$ cat config.mk
export PLATFORM = sky130hd
export DESIGN_NAME = scpa_divider
export DESIGN_NICKNAME = d
export VERILOG_FILES = /design/src/hw/rtl/scpa_pkg.sv /design/src/hw/rtl/scpa_divider.sv
export SDC_FILE = /design/constraint.sdc
export NUM_CORES = 1
export LEC_CHECK = 0
export BUFFER_PORTS_ARGS = -buffer_cell sky130_fd_sc_hd__buf_2
export CORE_UTILIZATION = 29
export DETAILED_ROUTE_END_ITERATION = 8
export GPL_TIMING_DRIVEN = 0
export PLACE_DENSITY = 0.56
export SLEW_MARGIN = 20
export SYNTH_ARGS = -nofsm -noshare
export SYNTH_HDL_FRONTEND = slang
export SYNTH_SLANG_ARGS = --single-unit
$ cat constraint.sdc
create_clock -name clk_i -period 5.17 [get_ports clk_i]
set_input_delay 1.034 -clock clk_i [delete_from_list [all_inputs] [get_ports clk_i]]
set_output_delay 1.034 -clock clk_i [all_outputs]
set_load 0.01 [all_outputs]
$ cat src/hw/rtl/scpa_pkg.sv
// shared types and constants for the size class pool allocator
package scpa_pkg;

  localparam int unsigned NumClasses = 10;
  localparam int unsigned CellsPerPool = 128;
  localparam int unsigned PoolsPerClass = 4;

  localparam int unsigned ModeW = 2;
  localparam int unsigned StatusW = 3;
  localparam int unsigned ClassW = 4;
  localparam int unsigned PoolW = 2;
  localparam int unsigned CellW = 7;
  localparam int unsigned OffsetW = 18;
  localparam int unsigned SizeW = 16;
  localparam int unsigned AlignW = 7;

  localparam logic [ModeW-1:0] ModeAlloc = 2'd0;
  localparam logic [ModeW-1:0] ModeFree = 2'd1;
  localparam logic [ModeW-1:0] ModeClean = 2'd2;

  localparam logic [StatusW-1:0] StOk = 3'd0;
  localparam logic [StatusW-1:0] StNotSet = 3'd1;
  localparam logic [StatusW-1:0] StTooLarge = 3'd2;
  localparam logic [StatusW-1:0] StNoPool = 3'd3;
  localparam logic [StatusW-1:0] StBadAddr = 3'd4;
  localparam logic [StatusW-1:0] StAlreadyFree = 3'd5;

  typedef struct packed {
    logic                ok;
    logic [StatusW-1:0]  status;
    logic [ClassW-1:0]   cls;
    logic [PoolW-1:0]    pool;
    logic [CellW-1:0]    cell_id;
    logic [OffsetW-1:0]  offset;
  } result_t;

  function automatic logic align_legal(input logic [AlignW-1:0] a);
    return (a == 7'd2) || (a == 7'd4) || (a == 7'd8) || (a == 7'd16) ||
           (a == 7'd32) || (a == 7'd64);
  endfunction

endpackage

$ cat src/hw/rtl/scpa_divider.sv
// restoring divider, one quotient bit per cycle
module scpa_divider import scpa_pkg::*; (
  input  logic               clk_i,
  input  logic               rst_ni,
  input  logic               start_i,
  input  logic [OffsetW-1:0] dividend_i,
  input  logic [OffsetW-1:0] divisor_i,
  output logic               done_o,
  output logic [OffsetW-1:0] quot_o,
  output logic [OffsetW-1:0] rem_o
);

  localparam int unsigned CntW = $clog2(OffsetW + 1);

  logic [OffsetW-1:0] quot_q, quot_d;
  logic [OffsetW-1:0] rem_q, rem_d;
  logic [OffsetW-1:0] dvs_q, dvs_d;
  logic [CntW-1:0]    cnt_q, cnt_d;
  logic               busy_q, busy_d;
  logic               done_q, done_d;
  logic [OffsetW:0]   trial;

  always_comb begin
    quot_d = quot_q;
    rem_d = rem_q;
    dvs_d = dvs_q;
    cnt_d = cnt_q;
    busy_d = busy_q;
    done_d = 1'b0;
    trial = {rem_q, quot_q[OffsetW-1]};
    if (start_i) begin
      quot_d = dividend_i;
      rem_d = '0;
      dvs_d = divisor_i;
      cnt_d = CntW'(OffsetW);
      busy_d = 1'b1;
    end else if (busy_q) begin
      if (trial >= {1'b0, dvs_q}) begin
        rem_d = OffsetW'(trial - {1'b0, dvs_q});
        quot_d = {quot_q[OffsetW-2:0], 1'b1};
      end else begin
        rem_d = trial[OffsetW-1:0];
        quot_d = {quot_q[OffsetW-2:0], 1'b0};
      end
      cnt_d = cnt_q - 1'b1;
      if (cnt_q == CntW'(1)) begin
        busy_d = 1'b0;
        done_d = 1'b1;
      end
    end
  end

  always_ff @(posedge clk_i or negedge rst_ni) begin
    if (!rst_ni) begin
      busy_q <= 1'b0;
      done_q <= 1'b0;
      cnt_q <= '0;
    end else begin
      busy_q <= busy_d;
      done_q <= done_d;
      cnt_q <= cnt_d;
    end
  end

  always_ff @(posedge clk_i) begin
    quot_q <= quot_d;
    rem_q <= rem_d;
    dvs_q <= dvs_d;
  end

  assign done_o = done_q;
  assign quot_o = quot_q;
  assign rem_o = rem_q;

endmodule
==> results.rst, run 1 <==
.. list-table::
   :header-rows: 1

   * - Metric
     - Value
   * - Result of the run
     - finished, violations left
   * - Violations in the final reports
     - DRC
   * - Finished Layout Cells
     - 585
   * - Clock share of power
     - 44.8%
   * - Min-delay src
     - rem_o[12]
   * - Flop-to-flop setup slack
     - 2.34 ns
   * - First-pass DRT Iterations
     - 6
   * - Layout cell share with drive strength beyond 1
     - 29.0%
   * - Hold endpoint
     - rem_o[12]
   * - Post-CTS Hold Buffers
     - 0
   * - Clock root buffer
     - clkbuf_16
   * - Aggregate routed wire length
     - 8.51 mm
   * - Critical path startpoint category
     - primary input
   * - Peak VDD IR
     - 0.139 mV
   * - Leakage Power
     - 1.96 nW
   * - Routed len/inst
     - 14.5 um
   * - Global placement routability congestion
     - 0.803
   * - Combined area of all synthesized cells
     - 3560 um^2
   * - Worst R2R End
     - rem_o[16]
   * - Effective utilization at floorplan
     - 29.7%
   * - Number of warning messages in the yosys log
     - 0
   * - Antenna diodes
     - 0
   * - Std cell rows
     - 40
   * - Initial detailed-routing violation count
     - 122
   * - Sequence of cells on the critical path
     - buf_2 > clkbuf_1 > nor2_1 > inv_1
   * - Number of antenna violations at the first check in global routing
     - 0
   * - I/O pin total
     - 76
   * - Post-route DRC violation count
     - 1
   * - Post-CTS Setup Repair Bufs
     - 0
   * - Net switching power
     - 350 uW
   * - Source of the worst register-to-register timing path
     - quot_o[17]
   * - Mapped Avg Cell Area
     - 10.3 um^2
   * - Critical setup path kind
     - in2reg
   * - CTS buffer count
     - 9
   * - Dominant delay contributor by cell family on the critical path
     - buffers and inverters
   * - Syn Nets
     - 407
   * - Post-layout net count
     - 493
   * - Count of buffer and inverter cells on the critical path
     - 3
   * - Post-synth EDFFs
     - 36
   * - Final hold violations
     - 0
   * - Critical-path cell with the highest stage delay
     - nor2_1
   * - Placed Cells
     - 569
   * - Clock tree from TritonCTS
     - built
   * - Number of logic stages on the critical path including buffering
     - 4
   * - Fin. max-slew vios
     - 0
   * - Layout-stage area growth over the synthesis result
     - 24.5%
   * - Register area share after synthesis
     - 45.4%
   * - Endpoint required time on the critical path
     - 5.10 ns
   * - Via count of the routed design
     - 2865
   * - Critical Path End Type
     - flop
   * - Path depth of the worst reg2reg path
     - 10
   * - Worst slew margin relative to its limit
     - 37.3%
   * - Global-route wire length before repair
     - 13.6 mm
   * - Post-detailed-route via-to-cell ratio
     - 4.90
   * - Gates resized, CTS repair
     - 0
   * - Aggregate global-route resource usage
     - 14.0%
   * - Pint
     - 1.05 mW
   * - Post-layout minimum cycle time
     - 2.90 ns
   * - Clock latency reported for the late side of the worst-skew pair
     - 0.33 ns
   * - Number of distinct library cells after synthesis
     - 66
   * - Final cycle utilization of the critical path
     - 56.1%
   * - Overall die width
     - 113 um
   * - Maximum level of the CTS H-tree
     - 3
   * - Proportion of register bits with asynchronous set or reset after synthesis
     - 11.5%
   * - Upper clock frequency limit
     - 345 MHz
   * - Share of total power in combinational logic
     - 14.0%
   * - Power per cell area
     - 315 nW/um^2
   * - Hold Worst Slack
     - 0.513 ns
   * - CTS sink cnt
     - 61
   * - Worst-Margin Slew
     - 0.936 ns
   * - Data arrival time of the critical path
     - 2.83 ns
   * - Crit Path Max Fanout
     - 19
   * - Setup repair after global routing missed its margin
     - no
   * - Reg power frac
     - 41.2%
   * - Final-report setup violation count
     - 0
   * - Clock tree skew after final layout
     - 0.00646 ns
   * - Slowest cell delay on critical path
     - 0.72 ns
   * - Cells after Synth
     - 347
   * - Total power after layout
     - 1.40 mW
   * - Top_reg_cell synth
     - edfxtp_1
   * - Largest net degree at the start of global routing
     - 20
   * - Die area
     - 12700 um^2
   * - Port buffer count
     - 75
   * - Global-route congestion overflow total
     - 0
   * - Synth Register Bits
     - 61
   * - Core box area
     - 12000 um^2
   * - Sw Share
     - 25.1%
   * - Detailed Place HPWL
     - 6.29 mm
   * - Post-DRT Antenna Nets
     - 0
   * - Hold Path Depth
     - 2
   * - Max clock buf depth
     - 2
   * - Max-cap violation count
     - 0
   * - CTS clock-pin slew for the worst setup and hold paths
     - 0.05 ns
   * - Summed negative setup slack over all endpoints
     - 0 ns
   * - Via count of the first global-routing pass
     - 2728
   * - Die H
     - 113 um
   * - Kind of path behind the tightest hold check
     - reg2reg
==> cell usage in the layout, fill, tap and decap left out, types with 3 or more instances in the layout <==
cell type   n
buf_2      78
edfxtp_1   36
nor2_1     29
nand2_1    29
inv_1      28
ha_1       20
dfxtp_1    18
mux2_2     17
a21oi_1    15
o21ai_0    15
clkbuf_16  10
nand2b_1    8
clkbuf_1    7
xnor2_1     7
dfrtp_1     7
xor2_1      6
a311oi_1    6
nand3_1     5
a21o_1      5
a211oi_1    5
mux2i_1     5
buf_1       4
o211ai_1    4
a22oi_1     4
a31oi_1     4
a211o_1     3
o21a_1      3
nand4_1     3
nor3_1      3
o31ai_1     3
nand3b_1    3
==> power by group through the flow <==
| stage | Combinational [mW] | Sequential, mW | Clock [mW] |
|---|---|---|---|
| global placement | 0.193 | 0.585 | 0 |
| floorplan | 0.123 | 0.591 | 0 |
| CTS | 0.197 | 0.576 | 0.644 |
| finish | 0.195 | 0.575 | 0.626 |
| global route | 0.218 | 0.580 | 0.662 |
| detailed placement | 0.196 | 0.586 | 0 |
==> worst max path at each step <==
stage | from | to | slack (ns)
after floorplan | quot_o[17] | rem_o[16] | 2.65
after global placement | start_i | quot_o[10] | 1.93
after detailed placement | start_i | quot_o[11] | 1.88
after CTS | start_i | quot_o[2] | 2.23
after global routing | start_i | quot_o[1] | 2.07
final | start_i | quot_o[0] | 2.27
==> cells by family after synthesis <==
family | share of synthesized area [%]
fa+ha+maj | 7.60
simple gates | 13.9
xor+xnor | 3.20
mux | 7.21
buf+inv | 5.31
flops | 45.4
compound gates | 17.4
==> final cells by class <==
type	instances	area, um^2
Inverter	28	105
Sequential cell	61	1620
Tap cell	147	184
Fill cell	1206	7530
Buffer	17	83.8
Timing Repair Buffer	75	375
Clock inverter	5	57.6
Multi-Input combinational cell	241	1750
Clock buffer	11	254
==> Yosys cell counts, types with 4 or more instances <==
cell type  instances  area, um^2
ha_1              20         250
nor2_1            29         109
dfxtp_1           18         360
a21oi_1           15        75.1
nand2_1           29         109
xor2_1             6        52.6
a21o_1             5        37.5
a211oi_1           5        37.5
o211ai_1           4        30.0
xnor2_1            7        61.3
dfrtp_1            7         175
a22oi_1            4        30.0
o21ai_0           15        75.1
nand3_1            5        25.0
a31oi_1            4        25.0
clkbuf_1           6        22.5
nand2b_1           8        50.1
mux2_2            17         191
inv_1             28         105
a311oi_1           6        52.6
mux2i_1            5        50.1
buf_1              4        15.0
edfxtp_1          36        1080
==> through the flow <==
step | util (%) | area, um^2 | worst slack, ns
global placement | 34.4 | 4120 | 1.93
global route | 37.0 | 4430 | 2.07
finish | 37.0 | 4430 | 2.27
detailed placement | 34.4 | 4120 | 1.88
CTS | 37.0 | 4430 | 2.23
floorplan | - | 3560 | 2.65
==> per-layer routing <==
metal	vias up	wire length (um)	global-route usage (%)	share of wire, %
met5	-	0	0	0
met4	0	144	6.13	1.7
met3	10	566	4.18	6.7
met2	92	3890	22.5	46
met1	1320	3910	17.4	46
li1	1443	-	-	-
==> state kept, by name, summed over array words and instances (netlist names) <==
register  flops
busy_q        1
cnt_q         5
done_o        1
dvs_q        18
quot_o       18
rem_o        18
==> tightest hold or removal path: stages (launching register included) <==
cell     delay, ns
dfxtp_1       0.34
nand2_1       0.06
o21ai_0       0.06
Power figures use the tool's default switching activity.
==> inputs of run 2 (changes only) <==
--- a/config.mk
+++ b/config.mk
@@ -5,6 +5,7 @@
 export SDC_FILE = /design/constraint.sdc
 export NUM_CORES = 1
 export LEC_CHECK = 0
+export ABC_AREA = 1
 export BUFFER_PORTS_ARGS = -buffer_cell sky130_fd_sc_hd__buf_2
 export CORE_UTILIZATION = 29
 export DETAILED_ROUTE_END_ITERATION = 8
==> constraint.sdc (replaced) <==
create_clock -name clk_i -period 2.7 [get_ports clk_i]
set_input_delay 0.54 -clock clk_i [delete_from_list [all_inputs] [get_ports clk_i]]
set_output_delay 0.54 -clock clk_i [all_outputs]
set_load 0.01 [all_outputs]
==> run 2 against run 1 <==
The run now ends clean. Via count grew 14%. Clock skew grew 0.0015 ns. Synthesized cell count up 43%. Setup slack worse by 1.7 ns. Combinational power rose to 9.1 times the previous value. Wire length is 4.8% higher. First-iteration DRC count increased by 0.82%. Area after synthesis grew 5.3%. Critical endpoint is now rem_o[14]. Largest cell class unchanged.
==> results.rst, run 2 <==
.. list-table::
   :header-rows: 1

   * - Metric
     - Value
   * - Top_reg_cell synth
     - edfxtp_1
   * - Worst R2R End
     - rem_o[14]
   * - Most used cell along the critical path
     - nand2_1
   * - Number of fill cells in the layout
     - 1391 (+15%)
   * - Die area
     - 13400 um^2 (+5.3%)
   * - Clock latency reported for the late side of the worst-skew pair
     - 0.33 ns (about the same)
   * - Leakage Power
     - 2.46 nW (+25%)
   * - Mapped Avg Cell Area
     - 7.57 um^2 (-26%)
   * - Top post-synthesis cells by count
     - 179 x nand2_1, 76 x inv_1, 36 x edfxtp_1, 36 x nand3_1, 32 x nor2_1
   * - Final-report setup violation count
     - 0 (unchanged)
   * - Sequence of cells on the critical path
     - inv_1 > ha_1 > inv_1 > fa_1 > inv_1 > nor2_1 > nor2_1 > o21bai_1 > nand2_1 > nand2_1 > nand2_1 > nand2_1 > nand2_1 > nand3_1 > nand2_1
   * - Final hold violations
     - 0 (unchanged)
   * - Data arrival time of the critical path
     - 2.39 ns (-0.44 ns)
   * - CTS clock-pin slew for the worst setup and hold paths
     - 0.06 ns (about the same)
   * - Post-CTS Hold Buffers
     - 0 (unchanged)
   * - Post-CTS Setup Repair Bufs
     - 0 (unchanged)
   * - Gates resized, CTS repair
     - 0 (unchanged)
   * - Max-cap violation count
     - 0 (unchanged)
   * - Syn Nets
     - 555 (+36%)
   * - Maximum level of the CTS H-tree
     - 3 (unchanged)
   * - Post-DRT Antenna Nets
     - 0 (unchanged)
   * - Layout-stage area growth over the synthesis result
     - 24.4% (about the same)
   * - Worst slew margin relative to its limit
     - 50.7% (+13 points)
   * - Critical setup path kind
     - reg2reg
   * - Commonest cells after routing, fill and taps aside
     - 179 x nand2_1, 77 x buf_2, 76 x inv_1
   * - Result of the run
     - finished, final reports clean
   * - Crit Path Max Fanout
     - 3 (-16)
   * - Upper clock frequency limit
     - 461 MHz
   * - Source of the worst register-to-register timing path
     - quot_o[17]
   * - Via count of the routed design
     - 3277 (+14%)
   * - Global-route wire length before repair
     - 15.2 mm (+12%)
   * - Register area share after synthesis
     - 43.1% (-2.3 points)
   * - Endpoint required time on the critical path
     - 2.92 ns (-2.18 ns)
   * - Synth area leader
     - edfxtp_1
   * - Clock tree skew after final layout
     - 0.00798 ns (+0.00152 ns)
   * - Max clock buf depth
     - 2 (unchanged)
   * - I/O pin total
     - 76 (unchanged)
   * - Effective utilization at floorplan
     - 29.7% (-0.044 points)
   * - Total power after layout
     - 4.30 mW (+210%)
   * - Critical Path End Type
     - flop
   * - Die H
     - 116 um (+2.6%)
   * - Post-synth EDFFs
     - 36 (unchanged)
   * - Critical path startpoint category
     - flop
   * - Post-route DRC violation count
     - 0 (-1)
   * - Aggregate global-route resource usage
     - 14.6% (+0.59 points)
   * - Area occupied by multi-input gates
     - 1760 um^2 (+0.50%)
   * - Via count of the first global-routing pass
     - 3255 (+19%)
   * - Top cell type's share of synthesized area
     - 28.8% (-1.5 points)
   * - Aggregate routed wire length
     - 8.92 mm (+4.8%)
   * - Slowest cell delay on critical path
     - 0.35 ns (-0.37 ns)
   * - Flop-to-flop setup slack
     - 0.53 ns (-1.81 ns)
   * - Kind of path behind the tightest hold check
     - in2async
   * - Largest cells by area after synthesis
     - edfxtp_1 29%, nand2_1 18%, dfxtp_1 9.6%, inv_1 7.6%, ha_1 6.7%
   * - Cells after Synth
     - 495 (+43%)
   * - Number of antenna violations at the first check in global routing
     - 0 (unchanged)
   * - CTS sink cnt
     - 61 (unchanged)
   * - Post-layout minimum cycle time
     - 2.17 ns
   * - Summed negative setup slack over all endpoints
     - 0 ns (unchanged)
   * - Layout cell share with drive strength beyond 1
     - 20.5% (-8.5 points)
   * - Port buffer count
     - 75 (unchanged)
   * - Number of distinct library cells after synthesis
     - 34 (-48%)
   * - Detailed Place HPWL
     - 6.77 mm (+7.6%)
   * - Peak VDD IR
     - 0.326 mV (+140%)
   * - Critical-path cell with the highest stage delay
     - edfxtp_1
   * - Largest net degree at the start of global routing
     - 28 (+40%)
   * - Global placement routability congestion
     - 0.825 (+2.8%)
   * - Clock tree from TritonCTS
     - built
   * - Post-layout net count
     - 641 (+30%)
   * - Path depth of the worst reg2reg path
     - 15 (+5)
   * - Initial detailed-routing violation count
     - 123 (+0.82%)
   * - Clock root buffer
     - clkbuf_16
   * - Std cell rows
     - 41 (+2.5%)
   * - Proportion of register bits with asynchronous set or reset after synthesis
     - 11.5% (unchanged)
   * - Sequential standard cell area
     - 1620 um^2 (unchanged)
   * - Overall die width
     - 116 um (+2.6%)
   * - Setup repair after global routing missed its margin
     - no
   * - CP Capture Point
     - rem_o[14]
   * - First-pass DRT Iterations
     - 5 (-1)
   * - Routed len/inst
     - 11.8 um (-19%)
   * - Combined area of all synthesized cells
     - 3750 um^2 (+5.3%)
   * - Antenna diodes
     - 0 (unchanged)
   * - Cell with the most instances after synthesis
     - nand2_1
   * - Worst-Margin Slew
     - 0.737 ns (-0.200 ns)
   * - Synth Register Bits
     - 61 (unchanged)
   * - Final cycle utilization of the critical path
     - 80.4%
   * - CTS buffer count
     - 9 (unchanged)
   * - Global-route congestion overflow total
     - 0 (unchanged)
   * - Fin. max-slew vios
     - 0 (unchanged)
   * - Post-detailed-route via-to-cell ratio
     - 4.32 (-12%)
   * - Slack of the critical path
     - 0.530 ns (-1.74 ns)
   * - Critical path startpoint
     - quot_o[17]
   * - Number of warning messages in the yosys log
     - 0 (unchanged)
   * - Most common library cell in the layout ignoring fill and taps
     - nand2_1
   * - Worst setup slack before clock tree synthesis
     - 0.433 ns (-1.44 ns)
   * - Core box area
     - 12600 um^2 (+5.5%)
   * - Power per cell area
     - 923 nW/um^2 (+190%)
## run 2: stage by stage
stage          utilization [%]  instance area, um^2  hold WS, ns  cells
2_1_floorplan                -                 3750        0.244    495
3_3_place_gp              34.4                 4340        0.380    742
3_5_place_dp              34.4                 4340        0.381    742
4_1_cts                   36.9                 4660       0.0309    758
5_1_grt                   36.9                 4660       0.0379    758
6_report                  36.9                 4660       0.0375    758
## run 2: area by class of cell
class                   count  share of cell area, %
plain buffers              13                   1.77
multi-input cells         344                   37.8
clock inverters             7                   2.09
flip-flops and latches     61                   34.7
well taps                 172                   4.62
repair buffers             75                   8.05
inverters                  77                   6.20
clock buffers               9                   4.83
## run 2: worst min-delay path by stage
| stage | startpoint | end | slack [ns] | cells after the start |
|---|---|---|---|---|
| global route | rst_ni | cnt_q[4] | 0.04 | 1 |
| CTS | rst_ni | cnt_q[4] | 0.03 | 1 |
| finish | rst_ni | cnt_q[3] | 0.04 | 1 |
| floorplan | rst_ni | busy_q | 0.24 | 0 |
| detailed placement | rst_ni | cnt_q[4] | 0.38 | 1 |
| global placement | rst_ni | cnt_q[4] | 0.38 | 1 |
## run 2: logic make-up after synthesis
logic type	Yosys count	synth area share (%)
buffers and inverters	90	9.88
xor gates and xnor gates	7	1.64
adders and majority gates	21	7.21
DFF	61	43.1
AOI/OAI and AO/OA	35	5.34
and+or+nand+nor	281	32.8
## run 2: worst max-delay path, delay by kind of cell (launching register included)
family                     cells  cell delay (ns)
DFF                            1             0.35
adders and majority gates      2             0.42
AOI/OAI and AO/OA              1             0.31
buffers and inverters          3             0.23
and+or+nand+nor                9             0.73
## run 2: layer usage
metal	up-vias	GRT usage [%]	wire (um)
met3	6	5.02	658
met1	1453	17.8	4120
met2	87	24.6	4070
li1	1731	-	-
met4	0	3.59	71
met5	-	0	0
## run 2: power breakdown
part	internal (mW)	switching (mW)
Sequential	1.16	0.113
Clock	0.813	0.450
Combinational	0.703	1.07
